--- src/rtl/core/crast_pkg.sv ---
// Package for the circle rasterizer: field widths, stream packing offsets and opcodes.
// Used by circle_rasterizer; depends on nothing else.
`default_nettype none

package crast_pkg;

    // Base widths of the geometry
    localparam int COORD_WIDTH  = 12;
    localparam int RADIUS_WIDTH = 11;
    localparam int COLOR_WIDTH  = 24;

    // Result coordinates carry two extra bits for sign and overflow past the edge
    localparam int OUT_W  = COORD_WIDTH + 2;
    // Decision variable and its wider working copy
    localparam int DEC_W  = RADIUS_WIDTH + 3;
    localparam int CALC_W = RADIUS_WIDTH + 4;
    // Coordinate adder width, wide enough for either operand before truncation
    localparam int SUM_W  = ((OUT_W > RADIUS_WIDTH + 2) ? OUT_W : RADIUS_WIDTH + 2) + 1;

    // Results per step and the emit index
    localparam int MAX_RESULTS = 8;
    localparam int IDX_W       = $clog2(MAX_RESULTS);
    localparam logic [IDX_W-1:0] LAST_OUTLINE = IDX_W'(MAX_RESULTS - 1);
    localparam logic [IDX_W-1:0] LAST_FILLED  = IDX_W'(MAX_RESULTS / 2 - 1);

    // Input tdata layout, lowest bits first
    localparam int IN_CX_LO    = 0;
    localparam int IN_CY_LO    = IN_CX_LO + COORD_WIDTH;
    localparam int IN_RAD_LO   = IN_CY_LO + COORD_WIDTH;
    localparam int IN_FILL_LO  = IN_RAD_LO + RADIUS_WIDTH;
    localparam int IN_COLOR_LO = IN_FILL_LO + 1;
    localparam int IN_BITS     = IN_COLOR_LO + COLOR_WIDTH;
    localparam int IN_DATA_W   = ((IN_BITS + 7) / 8) * 8;

    // Output tdata layout, lowest bits first
    localparam int OUT_BITS   = 3 * OUT_W + COLOR_WIDTH;
    localparam int OUT_DATA_W = ((OUT_BITS + 7) / 8) * 8;

    // Request opcodes
    typedef enum logic {
        OP_START = 1'b0,
        OP_CONT  = 1'b1
    } t_opcode;

endpackage : crast_pkg

`default_nettype wire

--- src/rtl/core/circle_rasterizer.sv ---
// Andres circle rasterizer: steps a circle per request and streams points or spans.
// Depends on crast_pkg for widths, packing offsets and opcodes.
`default_nettype none

// Channel  Dir  Fields (tdata/tuser, low bit first)
// -------  ---  ----------------------------------------------------------------
// s        in   tdata: center_x, center_y, radius, filled, color; tuser: opcode
// m        out  tdata: x_start, x_end, row, color_out; tuser: circle_done;
//               tlast: last_of_step
//
// A step request is stored in the step buffer and its results leave one per cycle
// from the output register while the m side is ready: 8 results per step in outline
// mode, 4 in filled mode. The next request is taken in the cycle that the previous
// step's last result moves into the output register. A continue request while idle
// yields no results. Reset (i_rst_n low, synchronous) leaves the block idle with both
// channels empty. A stall on the m side holds the output register and, while a step
// is pending in the step buffer, backs up into o_s_tready.
module circle_rasterizer
    import crast_pkg::*;
(
    input  wire logic                  i_clk,
    input  wire logic                  i_rst_n,
    // request channel
    input  wire logic                  i_s_tvalid,
    output logic                       o_s_tready,
    input  wire logic [IN_DATA_W-1:0]  i_s_tdata,   // center_x, center_y, radius, filled, color
    input  wire logic [0:0]            i_s_tuser,   // opcode
    // result channel
    output logic                       o_m_tvalid,
    input  wire logic                  i_m_tready,
    output logic [OUT_DATA_W-1:0]      o_m_tdata,   // x_start, x_end, row, color_out
    output logic [0:0]                 o_m_tuser,   // circle_done
    output logic                       o_m_tlast    // last_of_step
);

    // ---------------------------------------------------------------
    // Request fields
    // ---------------------------------------------------------------
    t_opcode                  w_op;
    logic [COORD_WIDTH-1:0]   w_in_cx;
    logic [COORD_WIDTH-1:0]   w_in_cy;
    logic [RADIUS_WIDTH-1:0]  w_in_rad;
    logic                     w_in_fill;
    logic [COLOR_WIDTH-1:0]   w_in_color;

    assign w_op       = t_opcode'(i_s_tuser[0]);
    assign w_in_cx    = i_s_tdata[IN_CX_LO    +: COORD_WIDTH];
    assign w_in_cy    = i_s_tdata[IN_CY_LO    +: COORD_WIDTH];
    assign w_in_rad   = i_s_tdata[IN_RAD_LO   +: RADIUS_WIDTH];
    assign w_in_fill  = i_s_tdata[IN_FILL_LO];
    assign w_in_color = i_s_tdata[IN_COLOR_LO +: COLOR_WIDTH];

    // ---------------------------------------------------------------
    // Circle state
    // ---------------------------------------------------------------
    logic                       r_busy;
    logic [COORD_WIDTH-1:0]     r_cx;
    logic [COORD_WIDTH-1:0]     r_cy;
    logic [RADIUS_WIDTH-1:0]    r_rad;
    logic [RADIUS_WIDTH-1:0]    r_dx;
    logic signed [RADIUS_WIDTH:0] r_dy;
    logic signed [DEC_W-1:0]    r_dec;
    logic                       r_fill;
    logic [COLOR_WIDTH-1:0]     r_color;

    // Step being emitted: offsets before the update, and the end-of-circle flag
    logic                       r_sb_valid;
    logic [IDX_W-1:0]           r_idx;
    logic [RADIUS_WIDTH-1:0]    r_em_dx;
    logic signed [RADIUS_WIDTH:0] r_em_dy;
    logic                       r_em_done;

    // Handshake terms
    logic w_in_acc;
    logic w_run;
    logic w_start;
    logic w_load_out;
    logic w_sb_free;
    logic [IDX_W-1:0] w_last_idx;

    assign w_last_idx = r_fill ? LAST_FILLED : LAST_OUTLINE;
    assign w_load_out = r_sb_valid && (!o_m_tvalid || i_m_tready);
    assign w_sb_free  = w_load_out && (r_idx == w_last_idx);
    assign o_s_tready = !r_sb_valid || w_sb_free;
    assign w_in_acc   = i_s_tvalid && o_s_tready;
    assign w_start    = w_in_acc && (w_op == OP_START);
    assign w_run      = w_start || (w_in_acc && (w_op == OP_CONT) && r_busy);

    // ---------------------------------------------------------------
    // Current offsets: fresh ones on start, else the stored ones
    // ---------------------------------------------------------------
    logic [RADIUS_WIDTH-1:0]      c_dx;
    logic signed [RADIUS_WIDTH:0] c_dy;
    logic signed [DEC_W-1:0]      c_dec;
    logic [RADIUS_WIDTH-1:0]      c_rad;

    always_comb begin
        if (w_op == OP_START) begin
            c_dx  = '0;
            c_dy  = $signed({1'b0, w_in_rad});
            c_dec = $signed({3'b000, w_in_rad}) - DEC_W'(1);
            c_rad = w_in_rad;
        end else begin
            c_dx  = r_dx;
            c_dy  = r_dy;
            c_dec = r_dec;
            c_rad = r_rad;
        end
    end

    // ---------------------------------------------------------------
    // Three-way decision update
    // ---------------------------------------------------------------
    logic signed [CALC_W-1:0] w_d;
    logic signed [CALC_W-1:0] w_x;
    logic signed [CALC_W-1:0] w_y;
    logic signed [CALC_W-1:0] w_r;
    logic signed [CALC_W-1:0] w_nd;
    logic signed [CALC_W-1:0] w_nx;
    logic signed [CALC_W-1:0] w_ny;
    logic                     w_done;

    assign w_d = $signed({c_dec[DEC_W-1], c_dec});
    assign w_x = $signed({4'b0000, c_dx});
    assign w_y = $signed({{3{c_dy[RADIUS_WIDTH]}}, c_dy});
    assign w_r = $signed({4'b0000, c_rad});

    always_comb begin
        priority if (w_d >= (w_x <<< 1)) begin
            w_nd = w_d - (w_x <<< 1) - CALC_W'(1);
            w_nx = w_x + CALC_W'(1);
            w_ny = w_y;
        end else if (w_d < ((w_r - w_y) <<< 1)) begin
            w_nd = w_d + (w_y <<< 1) - CALC_W'(1);
            w_nx = w_x;
            w_ny = w_y - CALC_W'(1);
        end else begin
            w_nd = w_d + ((w_y - w_x - CALC_W'(1)) <<< 1);
            w_nx = w_x + CALC_W'(1);
            w_ny = w_y - CALC_W'(1);
        end
    end

    assign w_done = w_ny < w_nx;

    // Circle state update on a start request and on a continue request while busy
    always_ff @(posedge i_clk) begin
        if (!i_rst_n) begin
            r_busy  <= 1'b0;
            r_cx    <= '0;
            r_cy    <= '0;
            r_rad   <= '0;
            r_dx    <= '0;
            r_dy    <= '0;
            r_dec   <= '0;
            r_fill  <= 1'b0;
            r_color <= '0;
        end else begin
            if (w_start) begin
                r_cx    <= w_in_cx;
                r_cy    <= w_in_cy;
                r_rad   <= w_in_rad;
                r_fill  <= w_in_fill;
                r_color <= w_in_color;
            end
            if (w_run) begin
                r_busy <= !w_done;
                r_dx   <= w_nx[RADIUS_WIDTH-1:0];
                r_dy   <= w_ny[RADIUS_WIDTH:0];
                r_dec  <= w_nd[DEC_W-1:0];
            end
        end
    end

    // Step buffer: valid flag and emit index
    always_ff @(posedge i_clk) begin
        if (!i_rst_n) begin
            r_sb_valid <= 1'b0;
            r_idx      <= '0;
        end else begin
            if (w_run) begin
                r_sb_valid <= 1'b1;
                r_idx      <= '0;
            end else if (w_sb_free) begin
                r_sb_valid <= 1'b0;
                r_idx      <= '0;
            end else if (w_load_out) begin
                r_idx <= r_idx + IDX_W'(1);
            end
        end
    end

    // Offsets of the step to emit
    always_ff @(posedge i_clk) begin
        if (w_run) begin
            r_em_dx   <= c_dx;
            r_em_dy   <= c_dy;
            r_em_done <= w_done;
        end
    end

    // ---------------------------------------------------------------
    // Result for the current emit index
    // ---------------------------------------------------------------
    logic                     w_swap;
    logic                     w_negx;
    logic                     w_negy;
    logic signed [SUM_W-1:0]  w_sdx;
    logic signed [SUM_W-1:0]  w_sdy;
    logic signed [SUM_W-1:0]  w_xo;
    logic signed [SUM_W-1:0]  w_yo;
    logic signed [SUM_W-1:0]  w_cx;
    logic signed [SUM_W-1:0]  w_cy;
    logic signed [SUM_W-1:0]  w_xs;
    logic signed [SUM_W-1:0]  w_xe;
    logic signed [SUM_W-1:0]  w_row;
    logic                     w_last;

    // Outline: bit 0 swaps the offsets, bit 1 mirrors x, bit 2 mirrors y.
    // Filled: indices 0 and 3 use the swapped offsets, bit 1 mirrors the row.
    always_comb begin
        if (r_fill) begin
            w_swap = !(r_idx[0] ^ r_idx[1]);
            w_negx = 1'b0;
            w_negy = r_idx[1];
        end else begin
            w_swap = r_idx[0];
            w_negx = r_idx[1];
            w_negy = r_idx[2];
        end
    end

    assign w_sdx = $signed(SUM_W'(r_em_dx));
    assign w_sdy = SUM_W'(r_em_dy);
    assign w_xo  = w_swap ? w_sdy : w_sdx;
    assign w_yo  = w_swap ? w_sdx : w_sdy;
    assign w_cx  = $signed(SUM_W'(r_cx));
    assign w_cy  = $signed(SUM_W'(r_cy));
    assign w_row = w_negy ? (w_cy - w_yo) : (w_cy + w_yo);

    always_comb begin
        if (r_fill) begin
            w_xs = w_cx - w_xo;
            w_xe = w_cx + w_xo;
        end else begin
            w_xs = w_negx ? (w_cx - w_xo) : (w_cx + w_xo);
            w_xe = w_xs;
        end
    end

    assign w_last = (r_idx == w_last_idx);

    // Output register
    always_ff @(posedge i_clk) begin
        if (!i_rst_n) begin
            o_m_tvalid <= 1'b0;
        end else if (w_load_out) begin
            o_m_tvalid <= 1'b1;
        end else if (i_m_tready) begin
            o_m_tvalid <= 1'b0;
        end
    end

    always_ff @(posedge i_clk) begin
        if (w_load_out) begin
            o_m_tdata    <= OUT_DATA_W'({r_color, w_row[OUT_W-1:0], w_xe[OUT_W-1:0],
                                         w_xs[OUT_W-1:0]});
            o_m_tlast    <= w_last;
            o_m_tuser[0] <= w_last && r_em_done;
        end
    end

    // ---------------------------------------------------------------
    // Assertions
    // ---------------------------------------------------------------
    // circle end is only flagged on the last result of a step
    a_done_on_last: assert property (@(posedge i_clk) disable iff (!i_rst_n)
        o_m_tvalid && o_m_tuser[0] |-> o_m_tlast)
        else $error("circle_done without last_of_step");

    // a pending step that does not end the circle leaves the block busy
    a_busy_mid_circle: assert property (@(posedge i_clk) disable iff (!i_rst_n)
        r_sb_valid && !r_em_done |-> r_busy)
        else $error("step pending mid-circle while idle");

    // emitted offsets stay in the first octant
    a_octant: assert property (@(posedge i_clk) disable iff (!i_rst_n)
        r_sb_valid |-> r_em_dy >= $signed({1'b0, r_em_dx}))
        else $error("emitted dy below dx");

    // filled steps never index past the fourth span
    a_fill_idx: assert property (@(posedge i_clk) disable iff (!i_rst_n)
        r_sb_valid && r_fill |-> !r_idx[IDX_W-1])
        else $error("filled step index out of range");

    // a continue request while idle produces no step
    a_idle_cont: assert property (@(posedge i_clk) disable iff (!i_rst_n)
        w_in_acc && (w_op == OP_CONT) && !r_busy && !r_sb_valid |=> !r_sb_valid)
        else $error("idle continue started a step");

endmodule : circle_rasterizer

`default_nettype wire
--- config.mk ---
export PLATFORM = sky130hd
export DESIGN_NAME = circle_rasterizer
export DESIGN_NICKNAME = d
export VERILOG_FILES = /design/src/rtl/core/crast_pkg.sv /design/src/rtl/core/circle_rasterizer.sv
export SDC_FILE = /design/constraint.sdc
export NUM_CORES = 1
export LEC_CHECK = 0
export BUFFER_PORTS_ARGS = -buffer_cell sky130_fd_sc_hd__buf_2
export CAP_MARGIN = 20
export CORE_MARGIN = 2
export CORE_UTILIZATION = 56
export DETAILED_ROUTE_END_ITERATION = 16
export PLACE_DENSITY = 0.76
export SYNTH_ARGS = -nofsm -noshare
export SYNTH_HDL_FRONTEND = slang
export SYNTH_SLANG_ARGS = --single-unit
--- constraint.sdc ---
create_clock -name i_clk -period 11.5 [get_ports i_clk]
set_input_delay 2.3 -clock i_clk [delete_from_list [all_inputs] [get_ports i_clk]]
set_output_delay 2.3 -clock i_clk [all_outputs]
set_load 0.1 [all_outputs]
==> impl_results.md, run 1 <==
- Sequential share of power: 34.1%
- Worst-path clk slew: 0.08 ns
- Core area: 25000 um^2
- WP data required: 11.83 ns
- Max cap viols: 0
- Net Sw Power: 958 uW
- Hold Path Depth: 0
- RSZ-0062 raised after global routing: no
- CTS Buf Count: 17
- CTS sink cnt: 194
- Slew Viols, Final: 0
- Leading cell type in the layout, fill and taps excluded: nand2_1
- Clock skew: 0.0125 ns
- Slew Limit Headroom: 30.4%
- Combinational share of power: 41.5%
- Placed cells: 2107
- Commonest cells after routing, fill and taps aside: 301 x nand2_1, 183 x a21oi_1, 147 x ha_1
- Slowest CP cell: a2111oi_0
- Die area: 26600 um^2
- WHS: 0.430 ns
- Synth Register Bits: 194
- Non-Filler Instances: 2142
- Slowest cell delay on critical path: 0.76 ns
- Setup WS post-layout: 1.96 ns
- Mapped Area: 14200 um^2
- P&R area growth vs syn: 10.5%
- Clock share of power: 24.4%
- Hold-fix buffers, CTS: 0
- Outcome: complete, no violations
- Top_reg_cell synth: dfxtp_1
- GRT overflow: 0
- Total track usage: 27.8%
- RR Startpoint: r_dy[0]
- Slew @ Worst Pin: 1.04 ns
- CP delay by family, top: compound AO/OA/AOI/OAI gates
- Hold Crit Class: register to register
- Unique masters post-synth: 82
- Clock Path Buffers: 2
- CTS tree: yes
- Post-CTS Resized: 0
- Drt total wl: 36700 um
- Seq/Total Area, Yosys: 33.8%
- Fillers: 2171
- Nets@finish: 2022
- CP bufs+invs: 4
- Initial antenna violation count: 1
- Root buf cell: clkbuf_16
- Tcrit/Tclk final: 83.0%
- Final setup TNS: 0 ns
- Switching share of power: 40.5%
- Worst setup EP type: register
- CP Launch Type: primary input
- Pwr dens: 151 nW/um^2
- Int Pwr: 1410 uW
- Rows: 58
- Synthesis Warnings: 0
- I/O pin cnt: 145
- Mean Syn Cell Area: 8.37 um^2
- Die Span Y: 163 um
- PortBufs: 134
- Largest net degree at the start of global routing: 88
- Arrival time worst endpoint: 9.87 ns
- Clock H-tree levels: 4
- Synth Instances: 1695
- Max Freq: 0.105 GHz
- Startpoint of the worst hold path: r_color[9]
- Kind of critical path: primary input to register
- Final Hold Viols: 0
- Worst skew pair latency: 0.44 ns
- Global-route wire length before repair: 58500 um
- Vias in the first global route: 11591
- Post-synth EDFFs: 91
- Hold EP: o_m_tdata[51]
- Asr flop ratio synth: 0%
- DRT iter0 DRCs: 957
- Critical path peak fanout: 19
- FF-to-FF setup slack: 4.06 ns
- RR Endpoint: r_busy
- Die outline width: 163 um
- Setup WS pre-CTS: 1.63 ns
- Fraction of layout cells with a size suffix above 1: 12.6%
- Crit path top cell by count: a21oi_1
- DR vias: 12420
- Vias/cell: 5.80
- Number of post-CTS setup repair buffers: 0
- HPWL after DPL: 27300 um
- Leakage power: 0.00685 uW
- Starting Density: 56.6%
- Gpl congestion: 0.909
- Final setup fails: 0
- Worst Reg-to-Reg Cells: 31
- Max VDD drop: 0.0000975 V
- Routed Antenna Nets: 0
- Routed len/inst: 17.2 um
- Drc violations: 0
- Final Critical Period: 9.54 ns
- Drt first pass iters: 5
## worst max path at each step
stage / startpoint / to / slack, ns / cells past startpoint
after detailed placement: i_s_tuser / r_busy / 1.63 / 32
after global placement: i_s_tuser / r_busy / 1.77 / 32
after floorplan: i_s_tuser / r_busy / 2.49 / 34
after global routing: i_s_tuser / r_busy / 1.54 / 32
final: i_s_tdata[24] / r_busy / 1.96 / 33
after CTS: i_s_tdata[24] / r_busy / 2.03 / 33
## layout make-up
type / instances / area [um^2] / area share (%)
clock buffers: 18 / 429 / 2.74
flip-flops and latches: 194 / 4790 / 30.6
repair buffers: 153 / 818 / 5.22
diodes: 1 / 2.50 / 0.0160
clock inverters: 14 / 121 / 0.774
inverters: 128 / 480 / 3.07
well taps: 330 / 413 / 2.63
multi-input cells: 1304 / 8610 / 55.0
## state kept, by name, summed over array words and instances (netlist names)
signal      count
o_m_tuser       1
r_fill          1
r_em_done       1
o_m_tdata      65
o_m_tvalid      1
r_sb_valid      1
o_m_tlast       1
r_dx           11
r_idx           3
r_rad          11
r_dy           12
r_cx           12
r_color        24
r_em_dx        11
r_em_dy        12
r_busy          1
r_cy           12
r_dec          14
## stage by stage
| stage | area (um^2) | util (%) | total power, uW |
|---|---|---|---|
| after global routing | 15700 | 62.6 | 2500 |
| after global placement | 15100 | 60.3 | 1770 |
| after floorplan | 14200 | - | 1590 |
| after detailed placement | 15100 | 60.3 | 1790 |
| after CTS | 15700 | 62.5 | 2360 |
| final | 15700 | 62.6 | 2370 |
## worst reg2reg max path: cells and delay by family, from the launching register on
kind,cells,cell delay (ns)
buffers and inverters,3,0.60
adder cells (fa/ha/maj),4,1.28
AO/OA/AOI/OAI,19,4.44
AND/OR/NAND/NOR,4,0.53
XOR/XNOR,1,0.14
flip-flops,1,0.34
## kinds of logic (layout without fill, tap and decap cells)
family                   after synthesis  after routing  share of synthesized area [%]
other                                  1              7                         0.0264
AND/OR/NAND/NOR                      585            585                           19.0
multiplexers                          38             38                           2.75
adder cells (fa/ha/maj)              155            155                           14.1
flip-flops                           194            194                           33.8
XOR/XNOR                             110            110                           6.79
AO/OA/AOI/OAI                        410            410                           17.9
buffers and inverters                202            313                           5.66
## power by group through the flow
stage | Combinational [uW] | Clock (uW) | Sequential, uW
6_report | 982 | 577 | 807
5_1_grt | 1080 | 608 | 811
4_1_cts | 972 | 581 | 806
2_1_floorplan | 635 | 0 | 951
3_3_place_gp | 949 | 0 | 820
3_5_place_dp | 964 | 0 | 822
## layer usage
layer | global-route usage, % | part of all wire, %
met5 | 0 | 0
met4 | 10.7 | 3.6
met3 | 3.00 | 4.3
met2 | 48.2 | 49
met1 | 35.6 | 43
## synth_stat cells (8+ instances only)
cell | number | area [um^2]
xor2_1 | 26 | 228
edfxtp_1 | 91 | 2730
nand2b_1 | 10 | 62.6
nor2_1 | 81 | 304
inv_1 | 125 | 469
clkbuf_1 | 50 | 188
mux2_2 | 8 | 90.1
ha_1 | 147 | 1840
a21o_1 | 26 | 195
nand4_1 | 12 | 75.1
or3_1 | 15 | 93.8
xnor2_1 | 84 | 736
nor2b_1 | 21 | 131
o211ai_1 | 13 | 97.6
a21oi_1 | 183 | 916
mux2i_1 | 30 | 300
o21a_1 | 14 | 105
or2_2 | 12 | 75.1
nor3_1 | 36 | 180
dfxtp_1 | 103 | 2060
nand3_1 | 39 | 195
o21ai_0 | 64 | 320
a31oi_1 | 11 | 68.8
and2_1 | 13 | 81.3
a211oi_1 | 16 | 120
nand2_1 | 301 | 1130
o31ai_1 | 11 | 82.6
fa_1 | 8 | 160
and3_1 | 15 | 93.8
buf_1 | 8 | 30.0
Note: power is estimated with default switching activity, not from simulation.
==> run 2: changes to the inputs <==
Settings changed: CORE_UTILIZATION 56 to 55, PLACE_DENSITY 0.76 to 0.78.
Clock period 11.5 ns to 8.3 ns, I/O delays scaled along.
==> run 2 against run 1 <==
  * First-iteration DRC count increased by 3.9%
  * Via count increased by 0.87%
  * Critical endpoint unchanged
  * Core utilization increased by 0.095 points
  * Highest routed layer unchanged
  * Sequential share of layout area decreased by 0.31 points
  * Total power increased by 41%
  * Register-to-register slack got worse by 2.3 ns
  * Largest cell class unchanged
==> impl_results.md, run 2 (same netlist as run 1, synthesis figures left out) <==
- Gpl congestion: 0.938 (was 0.909)
- Hold Crit Class: register to register (unchanged)
- RSZ-0062 raised after global routing: no (unchanged)
- Clock Path Buffers: 2 (unchanged)
- Rows: 58 (unchanged)
- Kind of critical path: primary input to register (unchanged)
- Routed Antenna Nets: 0 (unchanged)
- Slew Limit Headroom: 29.0% (was 30.4%)
- Fraction of layout cells with a size suffix above 1: 13.5% (was 12.6%)
- Slowest cell delay on critical path: 0.41 ns (was 0.76 ns)
- Die area: 27100 um^2 (was 26600 um^2)
- Leading cell type in the layout, fill and taps excluded: nand2_1 (unchanged)
- Arrival time worst endpoint: 8.21 ns (was 9.87 ns)
- Slew @ Worst Pin: 1.06 ns (was 1.04 ns)
- CP Launch Type: primary input (unchanged)
- I/O pin cnt: 145 (unchanged)
- Worst setup EP type: register (unchanged)
- Max Freq: 0.127 GHz
- Storage element area: 4790 um^2 (unchanged)
- GRT overflow: 0 (unchanged)
- DR vias: 12528 (was 12420)
- Starting Density: 56.1% (was 56.6%)
- Hold-fix buffers, CTS: 0 (unchanged)
- Critical path peak fanout: 18 (was 19)
- Met3 Wirelength: 2190 um (was 1590 um)
- Outcome: complete, no violations (unchanged)
- Sequential share of power: 33.6% (was 34.1%)
- Final setup TNS: 0 ns (unchanged)
- Die outline width: 165 um (was 163 um)
- Fillers: 2169 (was 2171)
- Placed cells: 2123 (was 2107)
- Max VDD drop: 0.000125 V (was 0.0000975 V)
- Net Sw Power: 1340 uW (was 958 uW)
- Routed len/inst: 17.3 um (was 17.2 um)
- Root buf cell: clkbuf_16 (unchanged)
- CTS tree: yes (unchanged)
- Leakage power: 0.00693 uW (was 0.00685 uW)
- Largest net degree at the start of global routing: 88 (unchanged)
- Slowest CP cell: fa_1 (was a2111oi_0)
- Clock H-tree levels: 4 (unchanged)
- CP delay by family, top: compound AO/OA/AOI/OAI gates (unchanged)
- CTS sink cnt: 194 (unchanged)
- DRT iter0 DRCs: 994 (was 957)
- Non-Filler Instances: 2160 (was 2142)
- PortBufs: 134 (unchanged)
- Die Span Y: 165 um (was 163 um)
- Max cap viols: 0 (unchanged)
- Clock skew: 0.0210 ns (was 0.0125 ns)
- Highest routing layer actually used: met4 (unchanged)
- WP data required: 8.63 ns (was 11.83 ns)
- Drc violations: 0 (unchanged)
- Global-route wire length before repair: 58300 um (was 58500 um)
- Worst skew pair latency: 0.45 ns (was 0.44 ns)
- Crit path top cell by count: a21oi_1 (unchanged)
- Multi-input logic area: 8620 um^2 (was 8610 um^2)
- Vias in the first global route: 11583 (was 11591)
- Switching share of power: 40.2% (was 40.5%)
- Nets@finish: 2038 (was 2022)
- Commonest cells after routing, fill and taps aside: 301 x nand2_1, 182 x a21oi_1, 147 x ha_1 (was 301 x nand2_1, 183 x a21oi_1, 147 x ha_1)
- Slew Viols, Final: 0 (unchanged)
- Largest registers: o_m_tdata (65), r_color (24), r_dec (14) (unchanged)
- Combinational share of power: 41.6% (was 41.5%)
- Top reg by flops: o_m_tdata (unchanged)
- Final Hold Viols: 0 (unchanged)
- Clock share of power: 24.8% (was 24.4%)
- Int Pwr: 1990 uW (was 1410 uW)
- Met2 Wirelength: 18100 um (was 17900 um)
- CP bufs+invs: 5 (was 4)
- Final setup fails: 0 (unchanged)
- P&R area growth vs syn: 11.7% (was 10.5%)
- CTS Buf Count: 17 (unchanged)
- Worst-path clk slew: 0.08 ns (about the same)
- Max reg flops: 65 (unchanged)
- HPWL after DPL: 28100 um (was 27300 um)
- Drt first pass iters: 7 (was 5)
- WHS: 0.429 ns (was 0.430 ns)
- Tcrit/Tclk final: 94.9%
- Vias/cell: 5.80 (about the same)
- Final Critical Period: 7.87 ns
- Met1 wire length: 15800 um (was 15900 um)
- Initial antenna violation count: 3 (was 1)
- Total track usage: 27.4% (was 27.8%)
- Drt total wl: 37500 um (was 36700 um)
- Core area: 25300 um^2 (was 25000 um^2)
- Pwr dens: 210 nW/um^2 (was 151 nW/um^2)
[run 2: area by class of cell]
class                           count  area share (%)
Timing Repair Buffer              169            5.93
Tap cell                          330            2.61
Multi-Input combinational cell   1304            54.5
Antenna cell                        3          0.0474
Inverter                          128            3.03
Sequential cell                   194            30.3
Clock inverter                     14           0.925
Clock buffer                       18            2.71
[run 2: worst register-to-register path: cells and delay by family, from the launching register on]
kind	cells	cell delay [ns]
compound gates	17	3.40
fa+ha+maj	4	1.14
simple gates	6	0.82
buf+inv	4	0.60
flops	1	0.35
xor+xnor	1	0.14
[run 2: timing repair]
item / in CTS / in global routing
buffers inserted: 0 / 0
gates resized for setup: 0 / 2
endpoints found under the setup margin: 0 / 2
[run 2: final timing paths]
kind | start | endpoint | slack, ns | cells past startpoint
min reg2reg | r_color[16] | o_m_tdata[58] | 0.43 | 0
min | r_color[16] | o_m_tdata[58] | 0.43 | 0
max | i_s_tdata[24] | r_busy | 0.43 | 34
max reg2reg | r_dy[0] | r_busy | 1.77 | 32
[run 2: per-stage QoR]
step | total power [uW] | setup slack [ns] | area (um^2) | util, %
after floorplan | 2200 | 0.0112 | 14200 | -
after global placement | 2470 | 0.0795 | 15200 | 60.3
after detailed placement | 2490 | -0.0984 | 15200 | 60.3
after CTS | 3320 | 0.300 | 15800 | 62.6
after global routing | 3510 | 0.0929 | 15800 | 62.7
final | 3330 | 0.425 | 15800 | 62.7
[run 2: layer usage]
| metal | GRT usage [%] | vias to the layer above |
|---|---|---|
| met4 | 12.8 | 0 |
| li1 | - | 6176 |
| met3 | 4.14 | 85 |
| met2 | 46.4 | 432 |
| met5 | 0 | - |
| met1 | 34.5 | 5835 |
[run 2: power groups by stage]
stage	clock (uW)	sequential [uW]	combinational [uW]
after floorplan	0	1320	881
after global placement	0	1140	1330
after detailed placement	0	1140	1360
after CTS	835	1120	1370
after global routing	873	1120	1510
final	827	1120	1390
==> run 3: changes to the inputs <==
Settings changed: ABC_AREA set to 1.
==> run 3 against run 2 <==
  * Via count is 3.9% lower
  * Global-route usage decreased by 0.81 points
  * Clock-buffer cell count fell by 1
  * First-iteration DRC count decreased by 19%
  * Non-clock buffer count fell by 19
  * Sequential power hardly changed
  * Worst hold slack better by 0.0014 ns
  * Synthesized cell count increased by 5.2%
  * Largest cell class unchanged
  * Sequential share of layout area increased by 1.2 points
  * Critical path type unchanged
==> impl_results.md, run 3 <==
- Met2 Wirelength: 16300 um (was 18100 um)
- Synth Register Bits: 194 (unchanged)
- Highest routing layer actually used: met4 (unchanged)
- Unique masters post-synth: 53 (was 82)
- Max VDD drop: 0.000165 V (was 0.000125 V)
- Global-route wire length before repair: 55300 um (was 58300 um)
- Seq/Total Area, Yosys: 35.1% (was 33.8%)
- Root buf cell: clkbuf_16 (unchanged)
- CP delay by family, top: simple AND/OR/NAND/NOR gates (was compound AO/OA/AOI/OAI gates)
- Yosys top cell area share: 20.0% (was 19.3%)
- DR vias: 12042 (was 12528)
- Drt first pass iters: 6 (was 7)
- Max Freq: 0.136 GHz (was 0.127 GHz)
- Routed len/inst: 15.3 um (was 17.3 um)
- Commonest cells after routing, fill and taps aside: 325 x nand2_1, 263 x inv_1, 194 x nor2_1 (was 301 x nand2_1, 182 x a21oi_1, 147 x ha_1)
- Met1 wire length: 14700 um (was 15800 um)
- Largest registers: o_m_tdata (65), r_color (24), r_dec (14) (unchanged)
- Slew Viols, Final: 0 (unchanged)
- Area leader, netlist: edfxtp_1 (unchanged)
- # diodes: 0 (was 3)
- Commonest cells in the netlist: 325 x nand2_1, 265 x inv_1, 195 x nor2_1 (was 301 x nand2_1, 183 x a21oi_1, 147 x ha_1)
- Post-synth EDFFs: 91 (unchanged)
- Final setup TNS: 0 ns (unchanged)
- Die outline width: 162 um (was 165 um)
- Fillers: 2172 (was 2169)
- Total track usage: 26.6% (was 27.4%)
- Slowest cell delay on critical path: 0.41 ns (about the same)
- Most numerous cell in the Yosys netlist: nand2_1 (unchanged)
- Top reg by flops: o_m_tdata (unchanged)
- CTS sink cnt: 194 (unchanged)
- Leakage power: 0.00752 uW (was 0.00693 uW)
- RR Startpoint: r_dy[5] (was r_dy[0])
- Outcome: complete, no violations (unchanged)
- Worst skew pair latency: 0.45 ns (about the same)
- Number of post-CTS setup repair buffers: 0 (unchanged)
- Clock skew: 0.0150 ns (was 0.0210 ns)
- RR Endpoint: r_em_done (was r_busy)
- Kind of critical path: primary input to register (unchanged)
- GRT overflow: 0 (unchanged)
- Capture point of the worst path: r_em_done (was r_busy)
- RSZ-0062 raised after global routing: no (unchanged)
- Critical path peak fanout: 27 (was 18)
- CTS Buf Count: 17 (unchanged)
- Routed Antenna Nets: 0 (unchanged)
- Synth Instances: 1783 (was 1695)
- Max cap viols: 0 (unchanged)
- Met3 Wirelength: 2110 um (was 2190 um)
- Hold-fix buffers, CTS: 0 (unchanged)
- Drt total wl: 34200 um (was 37500 um)
- Rows: 57 (was 58)
- Final instance area: 15200 um^2 (was 15800 um^2)
- Largest net degree at the start of global routing: 70 (was 88)
- Fraction of layout cells with a size suffix above 1: 11.7% (was 13.5%)
- Asr flop ratio synth: 0% (unchanged)
- Synth area leaders: edfxtp_1 20%, dfxtp_1 15%, ha_1 13% (was edfxtp_1 19%, dfxtp_1 15%, ha_1 13%)
- Die Span Y: 162 um (was 165 um)
- DRT iter0 DRCs: 806 (was 994)
- Worst-path clk slew: 0.08 ns (about the same)
- Initial antenna violation count: 0 (was 3)
- Number of cells on the critical path: 40 (was 34)
- Top_reg_cell synth: dfxtp_1 (unchanged)
- Worst setup EP type: register (unchanged)
- PortBufs: 134 (unchanged)
- Hold Crit Class: register to register (unchanged)
- Final Critical Period: 7.35 ns (was 7.87 ns)
- CP bufs+invs: 10 (was 5)
- HPWL after DPL: 25900 um (was 28100 um)
- Gpl congestion: 0.971 (was 0.938)
- Max reg flops: 65 (unchanged)
- Final Hold Viols: 0 (unchanged)
- Slew @ Worst Pin: 0.854 ns (was 1.06 ns)
- Slowest CP cell: ha_1 (was fa_1)
- Nets@finish: 2128 (was 2038)
- Starting Density: 56.0% (was 56.1%)
- Synthesis Warnings: 0 (unchanged)
- P&R area growth vs syn: 11.5% (was 11.7%)
- Worst Reg-to-Reg Cells: 37 (was 32)
- Die area: 26100 um^2 (was 27100 um^2)
- Clock Path Buffers: 2 (unchanged)
- Vias in the first global route: 11422 (was 11583)
- Slew Limit Headroom: 43.1% (was 29.0%)
- FF-to-FF setup slack: 2.35 ns (was 1.77 ns)
- CTS tree: yes (unchanged)
- Drc violations: 0 (unchanged)
- Mapped Area: 13700 um^2 (was 14200 um^2)
- Tcrit/Tclk final: 88.5% (was 94.9%)
- Worst Setup SP: i_s_tuser (was i_s_tdata[24])
- Crit path top cell by count: nand2_1 (was a21oi_1)
- Post-CTS Resized: 0 (unchanged)
- Arrival time worst endpoint: 7.53 ns (was 8.21 ns)
- Mean Syn Cell Area: 7.66 um^2 (was 8.37 um^2)
- Pwr dens: 220 nW/um^2 (was 210 nW/um^2)
- CP Launch Type: primary input (unchanged)
- Final setup fails: 0 (unchanged)
- WP data required: 8.48 ns (was 8.63 ns)
- Core area: 24400 um^2 (was 25300 um^2)
- Placed Area: 14600 um^2 (was 15200 um^2)
- Leading cell type in the layout, fill and taps excluded: nand2_1 (unchanged)
- I/O pin cnt: 145 (unchanged)
- Vias/cell: 5.37 (was 5.80)
- Clock H-tree levels: 4 (unchanged)
-- run 3: cell count changes in the layout (fill, tap and decap cells not counted), sizes merged, moves of 31 or more --
cell	before	now
inv	134	282
nand2	302	333
nor2	81	201
a21oi	183	131
o21ai	68	175
xnor2	84	25
xor2	26	72
-- run 3: area by class of cell --
class | instances | area, um^2 | area share, %
Timing Repair Buffer | 150 | 791 | 5.19
Multi-Input combinational cell | 1267 | 7580 | 49.8
Inverter | 274 | 1030 | 6.78
Tap cell | 324 | 405 | 2.66
Sequential cell | 194 | 4790 | 31.5
Clock inverter | 15 | 206 | 1.35
Clock buffer | 17 | 425 | 2.79
-- run 3: worst min-delay path by stage --
stage | startpoint | to | depth (start not counted)
finish | r_color[18] | o_m_tdata[60] | 0
global route | r_color[9] | o_m_tdata[51] | 0
CTS | r_color[18] | o_m_tdata[60] | 0
detailed placement | r_color[18] | o_m_tdata[60] | 0
global placement | r_color[20] | o_m_tdata[62] | 0
floorplan | r_color[0] | o_m_tdata[42] | 0
-- run 3: power breakdown --
group	internal, uW	switching [uW]	total [uW]
sequential	1100	31.9	1130
clock	423	446	869
combinational	415	934	1350
total	1940	1410	3350
-- run 3: cells by family after synthesis --
group,Yosys count,share of synthesized area [%]
compound gates,385,15.7
buf+inv,327,9.57
flops,194,35.1
fa+ha+maj,155,14.6
xor+xnor,97,6.22
other cells,1,0.0274
simple gates,624,18.8
-- run 3: layer usage --
metal,GRT usage (%),vias up
li1,-,6079
met1,33.7,5490
met2,45.8,395
met3,3.62,78
met4,11.2,0
met5,0,-
-- run 3: worst reg2reg max path, delay by kind of cell (launching register included) --
| kind | cells | cell delay (ns) |
|---|---|---|
| AOI/OAI and AO/OA | 8 | 1.76 |
| and+or+nand+nor | 17 | 1.71 |
| adders and majority gates | 3 | 1.05 |
| buffers and inverters | 8 | 0.73 |
| DFF | 1 | 0.32 |
| xor gates and xnor gates | 1 | 0.13 |
-- run 3: through the flow --
stage	instances	hold WS, ns	setup WS (ns)	power, uW	util [%]
floorplan	1788	0.403	1.53	2200	-
global placement	2209	0.406	0.646	2450	59.9
detailed placement	2209	0.410	0.587	2480	59.9
CTS	2241	0.431	1.02	3350	62.5
global route	2241	0.444	0.376	3550	62.5
finish	2241	0.430	0.952	3350	62.5
